`config.mk`:
```
export PLATFORM = sky130hd
export DESIGN_NAME = btc_queue
export DESIGN_NICKNAME = d
export VERILOG_FILES = /design/src/hw/rtl/btc_pkg.sv /design/src/hw/rtl/btc_queue.sv
export SDC_FILE = /design/constraint.sdc
export NUM_CORES = 1
export LEC_CHECK = 0
export BUFFER_PORTS_ARGS = -buffer_cell sky130_fd_sc_hd__clkbuf_2
export CAP_MARGIN = 20
export CORE_MARGIN = 2
export CORE_UTILIZATION = 50
export CTS_CLUSTER_DIAMETER = 50
export DETAILED_ROUTE_END_ITERATION = 7
export GPL_ROUTABILITY_DRIVEN = 1
export PLACE_DENSITY = 0.77
export SLEW_MARGIN = 25
export SYNTH_ARGS = -nofsm -noshare
export SYNTH_HDL_FRONTEND = slang
export SYNTH_SLANG_ARGS = --single-unit
```
`constraint.sdc`:
```
create_clock -name clk_i -period 3.3 [get_ports clk_i]
set_input_delay 0.165 -clock clk_i [delete_from_list [all_inputs] [get_ports clk_i]]
set_output_delay 0.165 -clock clk_i [all_outputs]
set_load 0.1 [all_outputs]
```
`src/hw/rtl/btc_pkg.sv`:
```
`default_nettype none

package btc_pkg;

  // Both queues share one depth.
  localparam int unsigned QAw = 2;
  localparam int unsigned QDepth = 1 << QAw;

  localparam int unsigned FrontStages = 7;
  localparam int unsigned PreStages = 8;
  localparam int unsigned DivSteps = 64;
  localparam int unsigned PostStages = 5;

  localparam logic [31:0] FineOffset = 32'd128000;
  localparam logic [20:0] RawFull = 21'd1048576;
  localparam logic [11:0] PressScale = 12'd3125;
  localparam logic [31:0] RoundHalf = 32'd128;
  localparam logic [31:0] MilliScale = 32'd1000;
  // Reciprocal of 100 scaled by 2^37; exact for every 32-bit dividend.
  localparam logic [31:0] Recip100 = 32'd1374389535;
  localparam logic [63:0] Q47One = 64'h0000_8000_0000_0000;

  typedef enum logic [1:0] {
    CfgTemp      = 2'd0,
    CfgPressLo   = 2'd1,
    CfgPressHi   = 2'd2,
    CfgPressNine = 2'd3
  } cfg_reg_e;

  typedef struct packed {
    logic [15:0] t1;
    logic [15:0] t2;
    logic [15:0] t3;
  } temp_cal_t;

  typedef struct packed {
    logic [15:0] p1;
    logic [15:0] p2;
    logic [15:0] p3;
    logic [15:0] p4;
    logic [15:0] p5;
    logic [15:0] p6;
    logic [15:0] p7;
    logic [15:0] p8;
    logic [15:0] p9;
  } press_cal_t;

  typedef struct packed {
    logic [19:0] raw_pressure;
    logic [31:0] milli;
    logic [31:0] fine;
  } temp_res_t;

  typedef struct packed {
    logic [23:0] pressure_pa;
    logic [31:0] milli;
    logic [31:0] fine;
    logic        divisor_zero;
  } result_t;

endpackage

`default_nettype wire

```
`src/hw/rtl/btc_queue.sv`:
```
`default_nettype none

module btc_queue (
  input  logic               clk_i,
  input  logic               rst_ni,
  input  logic               push_i,
  output logic               full_o,
  input  btc_pkg::temp_res_t item_i,
  input  logic               pop_i,
  output logic               empty_o,
  output btc_pkg::temp_res_t item_o
);

  btc_pkg::temp_res_t mem_q [btc_pkg::QDepth];
  logic [btc_pkg::QAw-1:0] wptr_q, rptr_q;
  logic [btc_pkg::QAw:0]   cnt_q;
  logic do_push, do_pop;

  assign full_o  = cnt_q == (btc_pkg::QAw+1)'(btc_pkg::QDepth);
  assign empty_o = cnt_q == '0;
  assign item_o  = mem_q[rptr_q];
  assign do_push = push_i && !full_o;
  assign do_pop  = pop_i && !empty_o;

  always_ff @(posedge clk_i or negedge rst_ni) begin
    if (!rst_ni) begin
      wptr_q <= '0;
      rptr_q <= '0;
      cnt_q  <= '0;
    end else begin
      if (do_push) wptr_q <= wptr_q + 1'b1;
      if (do_pop) rptr_q <= rptr_q + 1'b1;
      if (do_push && !do_pop) begin
        cnt_q <= cnt_q + 1'b1;
      end else if (do_pop && !do_push) begin
        cnt_q <= cnt_q - 1'b1;
      end
    end
  end

  always_ff @(posedge clk_i) begin
    if (do_push) mem_q[wptr_q] <= item_i;
  end

endmodule

`default_nettype wire

```
[After elaboration in Yosys (flattened, before gate mapping)]
Memories as Yosys holds them, arrays and structs flattened.
Cells that the tools add are included.
Operators by class
  add/subtract/negate cells: 4
  eq/ne operators: 1
  multiplexer cells: 4
  reductions and logical operators: 10
Operators with widths (count)
  3-bit two-way mux: 2
  2-bit by 1-bit adder with 2-bit output, second input constant: 2
  1-bit logical AND: 4
  1-bit zero test: 4
  3-bit by 1-bit adder with 3-bit output, second input constant: 1
  3-bit equality test, second input constant: 1
  3-bit zero test: 1
  3-bit by 1-bit subtractor with 3-bit output, second input constant: 1
  1-bit two-way mux: 2
  2-bit nonzero test: 1
Word-level totals
  bits in registers: 7
  bits in writable memories: 336
  input port bits: 88
  output and inout port bits: 86
  logic and storage cells: 23
  memories kept: 1
Memory list
  mem_q: depth 4, bits a word 84, rd ports 1, clocked after Yosys merged registers in 0, wr ports 1, line btc_queue.sv:14  | btc_pkg::temp_res_t mem_q [btc_pkg::QDepth];

[Longest topological paths before layout]
Gate-level depths: netlist of the first run.
  depth after elaboration: 7
  mapped depth: 9
  depth with buffers taken out: 8

[Worst setup path after synthesis of the first run]
No wires, ideal clock.
  path kind: register to register
  start: reg cnt_q[0] (netlist name)
  end: mem mem_q[0][0] (netlist name), enable pin
  library setup time: 633 ps
  arrival time: 3019 ps
  data required time: 2667 ps
  setup slack: -353 ps
  stages on the path, launching flop included: 5
  clock period less this slack: 3653 ps
  path through: dfrtp_1 -> nor3b_2 -> nor2b_1 -> buf_2 -> and2_1
On the way
  cells in the longest elaborated chain, start to end: 5
Ends and longest elaborated chain
  start: declaration: line btc_queue.sv:16  | logic [btc_pkg::QAw:0] cnt_q;
  start signal: assignment: line btc_queue.sv:34  | cnt_q <= cnt_q + 1'b1;
  start signal: assignment: line btc_queue.sv:36  | cnt_q <= cnt_q - 1'b1;
  3-bit equality test: line btc_queue.sv:19  | assign full_o = cnt_q == (btc_pkg::QAw+1)'(btc_pkg::QDepth);
  net full_o: line btc_queue.sv:7  | output logic full_o,
  1-bit zero test: line btc_queue.sv:22  | assign do_push = push_i && !full_o;
  1-bit logical AND: line btc_queue.sv:22
  net do_push: line btc_queue.sv:17  | logic do_push, do_pop;
  1-bit two-way mux: line btc_queue.sv:42  | if (do_push) mem_q[wptr_q] <= item_i;
  1-bit two-way mux (not written as such): line btc_queue.sv:42
  end: declaration: line btc_queue.sv:14
The timed path passes the listed nets, and every way through them passes these cells.

==> results of run 1 <==
[metal layers]
| layer | part of all wire | wire [um] | vias up |
|---|---|---|---|
| met1 | 0.41 | 9410 | 3041 |
| met5 | 0 | 0 | - |
| li1 | - | - | 2628 |
| met3 | 0.059 | 1350 | 41 |
| met4 | 0.019 | 426 | 0 |
| met2 | 0.51 | 11700 | 172 |
[critical path, stage by stage, from the launching register on]
cell      delay, ns
dfrtp_4        0.45
buf_12         0.32
mux4_2         0.58
clkbuf_2       0.39
[through the flow]
| stage | worst slack [ns] | hold WS (ns) | util | cells | area, um2 |
|---|---|---|---|---|---|
| 6_report | 0.861 | 0.0524 | 0.637 | 1120 | 15900 |
| 5_1_grt | 0.721 | 0.0636 | 0.637 | 1120 | 15900 |
| 4_1_cts | 0.803 | 0.0168 | 0.637 | 1120 | 15900 |
| 3_5_place_dp | 0.917 | 0.0172 | 0.556 | 971 | 13900 |
| 3_3_place_gp | 1.05 | 0.00721 | 0.556 | 971 | 13900 |
| 2_1_floorplan | 0.625 | -0.131 | - | 475 | 12600 |
[sequential cells by signal (all words and copies together) (netlist names)]
signal	flops
cnt_q	3
mem_q	336
rptr_q	2
wptr_q	2
[cells in the mapped netlist]
master,instances
inv_1,4
buf_6,1
xor2_1,2
xnor2_1,4
edfxtp_1,336
nor2_1,1
ha_1,5
fa_1,1
and2_1,4
buf_12,5
buf_1,3
mux2_2,2
nand3_1,1
buf_2,7
buf_4,4
nand2_1,1
nor2b_1,1
mux4_2,84
or3_1,1
dfrtp_1,7
nor3b_2,1
[final cells by class]
type | instances | area, um2
multi-input combinational | 108 | 2130
clock buffer | 44 | 952
sequential | 343 | 10300
tap | 330 | 413
inverter | 4 | 15.0
fill | 1626 | 9060
timing repair buffer | 272 | 1910
clock inverter | 19 | 210
[worst max path at each step]
stage                     startpoint      endpoint  slack (ns)
after floorplan             cnt_q[0]   mem_q[0][0]        0.63
after global placement      cnt_q[2]  mem_q[0][41]        1.05
after detailed placement    cnt_q[2]  mem_q[0][41]        0.92
after CTS                  rptr_q[0]    item_o[30]        0.80
after global routing        cnt_q[2]  mem_q[0][39]        0.72
final                      rptr_q[0]    item_o[36]        0.86
[what timing repair did]
| item | CTS | global route |
|---|---|---|
| buffers inserted | 0 | 0 |
| hold endpoints to repair | 345 | 0 |
| hold buffers | 86 | 0 |
[cells by family after synthesis]
kind of cell               Yosys count  share of synthesized area
adders and majority gates            6                    0.00656
muxes                               86                      0.152
and+or+nand+nor                     10                    0.00497
DFF                                343                      0.816
xor gates and xnor gates             6                    0.00418
buffers and inverters               24                     0.0161
==> flow_metrics.py, run 1 <==
metrics = {
    "run_status": {
        "outcome": "finished clean",
    },
    "global_routing": {
        "grt_max_degree": 86,
        "grt_pass1_vias": 6453,
        "met2_usage": 0.299,
        "grt_usage": 0.177,
        "overflow": 0,
        "grt_pass1_wl_um": 35500,
        "antenna_found_initial": 0,
        "use_met3": 0.0413,
        "busiest_layer": "met2",
        "met1_usage": 0.237,
    },
    "worst_setup_path": {
        "reg2reg_depth": 4,
        "critPathKind": "reg2out",
        "worst_setup_path_start_kind": "flop",
        "crit_fanout": 43,
        "r2r-start": "cnt_q[2]",
        "cp_data_required_time_ns": 3.13,
        "r2r_setup_slack_ns": 0.93,
        "end_kind": "output pin",
        "reg2reg_to": "mem_q[0][47]",
        "cp.arrival_ns": 2.27,
    },
    "timing": {
        "slew_viol_final": 0,
        "tns_ns": 0,
        "min_period_ns": 2.44,
        "rsz0062_at_grt": "false",
        "worst_pin_slew_ns": 0.599,
        "fmax_ghz": 0.410,
        "fin_skew_ns": 0.0181,
        "min_period_over_period": 0.739,
        "slew_headroom": 0.601,
        "final_hold_viol_count": 0,
        "finalSetupViolCount": 0,
    },
    "die": {
        "start_util": 0.504,
        "fp.coreArea_um2": 25000,
        "die_area_um2": 26400,
        "io_pins": 174,
        "num_rows": 58,
        "chipWidth_um": 163,
        "die_h_um": 163,
    },
    "routing": {
        "wl_per_cell_um": 20.5,
        "ant_nets": 0,
        "first_pass_iters": 5,
        "drc": 0,
        "first_iter_violations": 432,
        "viasPerCell": 5.25,
        "totalWireLength_um": 22900,
        "num_vias": 5882,
    },
    "placed_design": {
        "gp_congestion": 0.719,
        "hpwlAfterDp_um": 13600,
        "port-buffer-count": 173,
    },
    "logic_synthesis": {
        "yosysTopAreaCell": "edfxtp_1",
        "synth_cells": 475,
        "synth.avg_cell_area_um2": 26.5,
        "synth_area_leaders": "edfxtp_1 (80%), mux4_2 (15%), dfrtp_1 (1.4%), buf_12 (0.80%), ha_1 (0.50%)",
        "syn_area_um2": 12600,
        "ys_types": 21,
        "ys_ff_latch": 343,
        "synth_top_cell_area_share": 0.802,
        "syn_nets": 569,
        "synth_seq_area_share": 0.816,
        "ys_warn_count": 0,
    },
    "clock_network": {
        "clk_latency_ns": 0.50,
        "cts.sinks": 343,
        "cts_buffer_depth": 3,
        "numCtsBuffers": 37,
        "ctsResizeCount": 0,
        "cts_tree": "yes",
        "cts_root_buf": "clkbuf_16",
        "clk_pin_slew_ns": 0.06,
        "h-tree-depth": 2,
    },
    "cells_and_area": {
        "final_common_cell": "edfxtp_1",
        "final_nets": 860,
        "antenna_cells": 0,
        "drive_above_1_share": 0.419,
        "syn_to_final_growth_pct": 26.4,
        "layout_common_cells": "edfxtp_1 (336), clkbuf_2 (173), dlygate4sd3_1 (86), mux4_2 (84), clkbuf_16 (37)",
    },
    "min_path": {
        "holdCritPathClass": "in2async",
    },
    "run": {
        "cap_violations": 0,
    },
}
Power of run 1 is not shown: default switching activity piles up to over one toggle a cycle in this logic, so the estimate is an artifact.
==> run 2, diff against run 1 <==
clock period = 2 ns   (was 3.3 ns; I/O delays follow)
==> flow_metrics.py, run 2 (synthesis gave the netlist of run 1 again) <==
metrics = {
    "clock_network": {
        "numCtsBuffers": 36,
        "cts_root_buf": "clkbuf_16",
        "cts.sinks": 343,
        "clk_latency_ns": 0.51,
        "cts_tree": "yes",
        "h-tree-depth": 2,
        "clk_pin_slew_ns": 0.06,
        "cts_buffer_depth": 3,
    },
    "cells_and_area": {
        "seqCellArea_um2": 10300,
        "drive_above_1_share": 0.449,
        "largest_reg_flops": 336,
        "syn_to_final_growth_pct": 41.0,
        "final_common_cell": "edfxtp_1",
        "layout_common_cells": "edfxtp_1 (336), buf_12 (106), clkbuf_2 (88), dlygate4sd3_1 (87), mux4_2 (84)",
        "final_nets": 893,
        "nFillCells": 1432,
        "antenna_cells": 0,
        "multiInputGateArea_um2": 2160,
        "reg_top3": "mem_q (336), cnt_q (3)",
        "regMostFlops": "mem_q",
        "instances_no_fill": 1154,
    },
    "timing": {
        "slew_headroom": 0.630,
        "rsz0062_at_grt": "true",
        "fmax_ghz": 0.451,
        "setup_slack_ns": -0.217,
        "fin_skew_ns": 0.0203,
        "slew_viol_final": 0,
        "worst_pin_slew_ns": 0.558,
        "finalSetupViolCount": 84,
        "final_hold_viol_count": 0,
        "min_period_over_period": 1.11,
        "min_period_ns": 2.22,
    },
    "worst_setup_path": {
        "end_kind": "output pin",
        "worstPathCellList": "buf_12 > buf_12 > buf_12 > mux4_2 > buf_12",
        "r2r-start": "cnt_q[0]",
        "crit_buf_inv": 4,
        "critPathKind": "reg2out",
        "critPathSlowestCell": "dfrtp_4",
        "cp_data_required_time_ns": 1.90,
        "cpMostUsedCell": "buf_12",
        "worst_setup_path_start_kind": "flop",
        "reg2reg_depth": 7,
        "critPathMaxStageDelay_ns": 0.50,
        "reg2reg_to": "cnt_q[1]",
        "cp.arrival_ns": 2.12,
        "crit_fanout": 7,
        "path_delay_family": "buffers and inverters",
        "r2r_setup_slack_ns": 0.07,
    },
    "global_routing": {
        "grt_pass1_wl_um": 39400,
        "grt_usage": 0.199,
        "overflow": 0,
        "grt_pass1_vias": 6895,
        "grt_max_degree": 29,
        "antenna_found_initial": 0,
    },
    "die": {
        "chipWidth_um": 163,
        "die_h_um": 163,
        "fp.coreArea_um2": 25000,
        "die_area_um2": 26400,
        "io_pins": 174,
        "num_rows": 58,
        "start_util": 0.504,
    },
    "run": {
        "cap_violations": 0,
    },
    "routing": {
        "wl_per_cell_um": 22.3,
        "ant_nets": 0,
        "num_vias": 6205,
        "first_iter_violations": 429,
        "drc": 0,
        "first_pass_iters": 4,
        "totalWireLength_um": 25800,
        "viasPerCell": 5.38,
    },
    "placed_design": {
        "gp_congestion": 0.736,
        "dp.cells": 990,
        "port-buffer-count": 173,
        "hpwlAfterDp_um": 15500,
    },
    "min_path": {
        "hp-start": "push_i",
        "hold_path_end": "cnt_q[0]",
        "hold_path_depth": 4,
        "holdCritPathClass": "in2reg",
    },
    "run_status": {
        "failed_checks": "setup timing",
        "outcome": "finished with violations",
    },
}
run 2: worst register-to-register path: stages (launching register included):
cell and delay, ns:
dfrtp_1 0.39, buf_4 0.17, nor3b_4 0.25, nor2b_2 0.10, ha_4 0.18, inv_2 0.05
fa_2 0.41, mux2_2 0.27
run 2: metal layers:
metal	wire length [um]	track usage
met4	440	0.0611
met3	1490	0.0316
met2	13800	0.345
met1	10100	0.264
met5	0	0
run 2: area by class of cell:
class,instances,share of cell area
Tap cell,330,0.0233
Sequential cell,343,0.579
Timing Repair Buffer,306,0.213
Inverter,4,0.000846
Multi-Input combinational cell,108,0.122
Clock buffer,46,0.0558
Clock inverter,17,0.00600
run 2: metrics by stage:
stage / TNS (ns) / setup WS, ns / utilization / hold slack (ns) / instance area (um2)
after floorplan: -109.13 / -0.559 / - / -0.196 / 12600
after global placement: 0 / 0.0503 / 0.618 / -0.0589 / 15400
final: -12.93 / -0.217 / 0.711 / 0.189 / 17700
after global routing: -17.03 / -0.259 / 0.711 / 0.216 / 17700
after detailed placement: 0 / 0.0308 / 0.618 / -0.0496 / 15400
after CTS: -15.66 / -0.224 / 0.708 / 0.194 / 17700
run 2: worst max-delay path by stage:
stage               from         end  slack (ns)  depth (start not counted)
6_report       rptr_q[0]  item_o[70]       -0.22                          5
5_1_grt        rptr_q[0]  item_o[72]       -0.26                          5
4_1_cts        rptr_q[0]  item_o[44]       -0.22                          4
3_5_place_dp    cnt_q[0]    cnt_q[2]        0.03                          8
3_3_place_gp    cnt_q[0]    cnt_q[2]        0.05                          8
2_1_floorplan   cnt_q[1]    cnt_q[1]       -0.56                          7
run 2: timing repair:
action                                  CTS  global route
gates cloned                              6             1
resized for setup                        15             9
hold buffers                             87             0
pin swaps                                 0             4
setup buffers                             6             1
endpoints found under the setup margin   86           188
endpoints found under the hold margin   345             0
Power of run 2 is left out for the same reason.
==> run 3, diff against run 2 <==
BUFFER_PORTS_ARGS = default   (was -buffer_cell sky130_fd_sc_hd__clkbuf_2)
CORE_ASPECT_RATIO = 1.2   (was default)
CORE_UTILIZATION = 42   (was 50)
DONT_BUFFER_PORTS = 1   (was default)
PLACE_DENSITY = 0.62   (was 0.77)
==> flow_metrics.py, run 3 (synthesis gave the netlist of run 1 again) <==
metrics = {
    "timing": {
        "min_period_ns": 2.19,
        "slew_viol_final": 0,
        "final_hold_viol_count": 0,
        "min_period_over_period": 1.09,
        "worst_pin_slew_ns": 0.554,
        "fin_skew_ns": 0.0130,
        "rsz0062_at_grt": "true",
        "tns_ns": -12.47,
        "finalSetupViolCount": 84,
        "setup_slack_ns": -0.185,
        "fmax_ghz": 0.458,
        "slew_headroom": 0.631,
    },
    "worst_setup_path": {
        "critPathKind": "reg2out",
        "cp_data_required_time_ns": 1.90,
        "cp.arrival_ns": 2.09,
        "cpMostUsedCell": "buf_12",
        "worst_setup_path_start_kind": "flop",
        "r2r-start": "cnt_q[1]",
        "end_kind": "output pin",
        "critPathSlowestCell": "dfrtp_4",
        "worstPathCellList": "buf_12 > clkbuf_16 > mux4_2 > buf_12",
        "startpoint": "rptr_q[0]",
        "critPathMaxStageDelay_ns": 0.52,
        "reg2reg_depth": 8,
        "crit_fanout": 5,
    },
    "routing": {
        "drc": 0,
        "totalWireLength_um": 24300,
        "num_vias": 5598,
        "first_iter_violations": 339,
        "first_pass_iters": 6,
        "viasPerCell": 5.12,
        "ant_nets": 0,
        "wl_per_cell_um": 22.3,
    },
    "run_status": {
        "failed_checks": "setup timing",
        "outcome": "finished with violations",
    },
    "cells_and_area": {
        "drive_above_1_share": 0.351,
        "seqCellArea_um2": 10300,
        "final_common_cell": "edfxtp_1",
        "nFillCells": 2123,
        "fin_area_um2": 16800,
        "multiInputGateArea_um2": 2160,
        "antenna_cells": 0,
        "instances_no_fill": 1093,
        "reg_top3": "mem_q (336), cnt_q (3)",
        "syn_to_final_growth_pct": 33.2,
        "regMostFlops": "mem_q",
        "final_nets": 773,
        "largest_reg_flops": 336,
        "layout_common_cells": "edfxtp_1 (336), dlygate4sd3_1 (87), mux4_2 (84), buf_12 (73), clkbuf_16 (39)",
    },
    "placed_design": {
        "place_area_um2": 14500,
        "gp_congestion": 0.749,
        "hpwlAfterDp_um": 14300,
        "preCtsSetupSlack_ns": -0.0170,
        "dp.cells": 934,
        "port-buffer-count": 0,
    },
    "clock_network": {
        "cts_tree": "yes",
        "numCtsBuffers": 35,
        "cts_root_buf": "clkbuf_16",
        "clk_latency_ns": 0.50,
        "clk_pin_slew_ns": 0.06,
        "cts.sinks": 343,
        "cts_buffer_depth": 3,
        "h-tree-depth": 2,
    },
    "global_routing": {
        "grt_pass1_vias": 6367,
        "grt_pass1_wl_um": 37300,
        "grt_usage": 0.158,
        "antenna_found_initial": 0,
        "grt_max_degree": 41,
        "overflow": 0,
    },
    "die": {
        "die_h_um": 194,
        "num_rows": 69,
        "start_util": 0.426,
        "fp.coreArea_um2": 29500,
        "chipWidth_um": 162,
        "io_pins": 174,
        "die_area_um2": 31400,
    },
    "min_path": {
        "hold_path_depth": 3,
        "holdCritPathClass": "in2reg",
        "hp-start": "push_i",
    },
    "run": {
        "cap_violations": 0,
    },
}
run 3: timing repair:
item                       in CTS  in global routing
resized for setup              12                  2
gates cloned                    5                  2
setup endpoints to repair      85                 85
pin swaps                       3                  4
setup buffers                   4                  0
hold endpoints to repair      347                  0
hold buffers                   87                  0
run 3: critical path, delay by kind of cell (launching register included):
kind,cells,cell delay (ns)
multiplexers,1,0.52
flip-flops,1,0.52
buffers and inverters,3,0.52
run 3: final cells by class:
| type | instances | share of cell area |
|---|---|---|
| flip-flops and latches | 343 | 0.613 |
| repair buffers | 187 | 0.162 |
| multi-input cells | 108 | 0.129 |
| clock buffers | 46 | 0.0573 |
| well taps | 390 | 0.0291 |
| clock inverters | 15 | 0.00837 |
| inverters | 4 | 0.000896 |
run 3: worst paths after layout:
kind                               to  slack, ns
hold reg to reg              cnt_q[2]       0.50
setup / recovery           item_o[12]      -0.19
max in group asynchronous   rptr_q[0]       1.24
min in group asynchronous   wptr_q[0]       0.48
hold / removal              wptr_q[0]       0.08
setup reg to reg             cnt_q[2]       0.12
run 3: layer usage:
layer  wire [um]  GRT usage  share of wire
met5           0          0              0
met4         610     0.0560          0.025
met3        1230     0.0356          0.050
met2       13400      0.284           0.55
met1        9120      0.185           0.37
run 3: metrics by stage:
| step | util | hold WS [ns] |
|---|---|---|
| final | 0.567 | 0.0770 |
| after global routing | 0.567 | 0.0802 |
| after CTS | 0.565 | 0.0570 |
| after detailed placement | 0.491 | -0.195 |
| after global placement | 0.491 | -0.195 |
| after floorplan | - | -0.196 |
Power of run 3 is left out for the same reason.
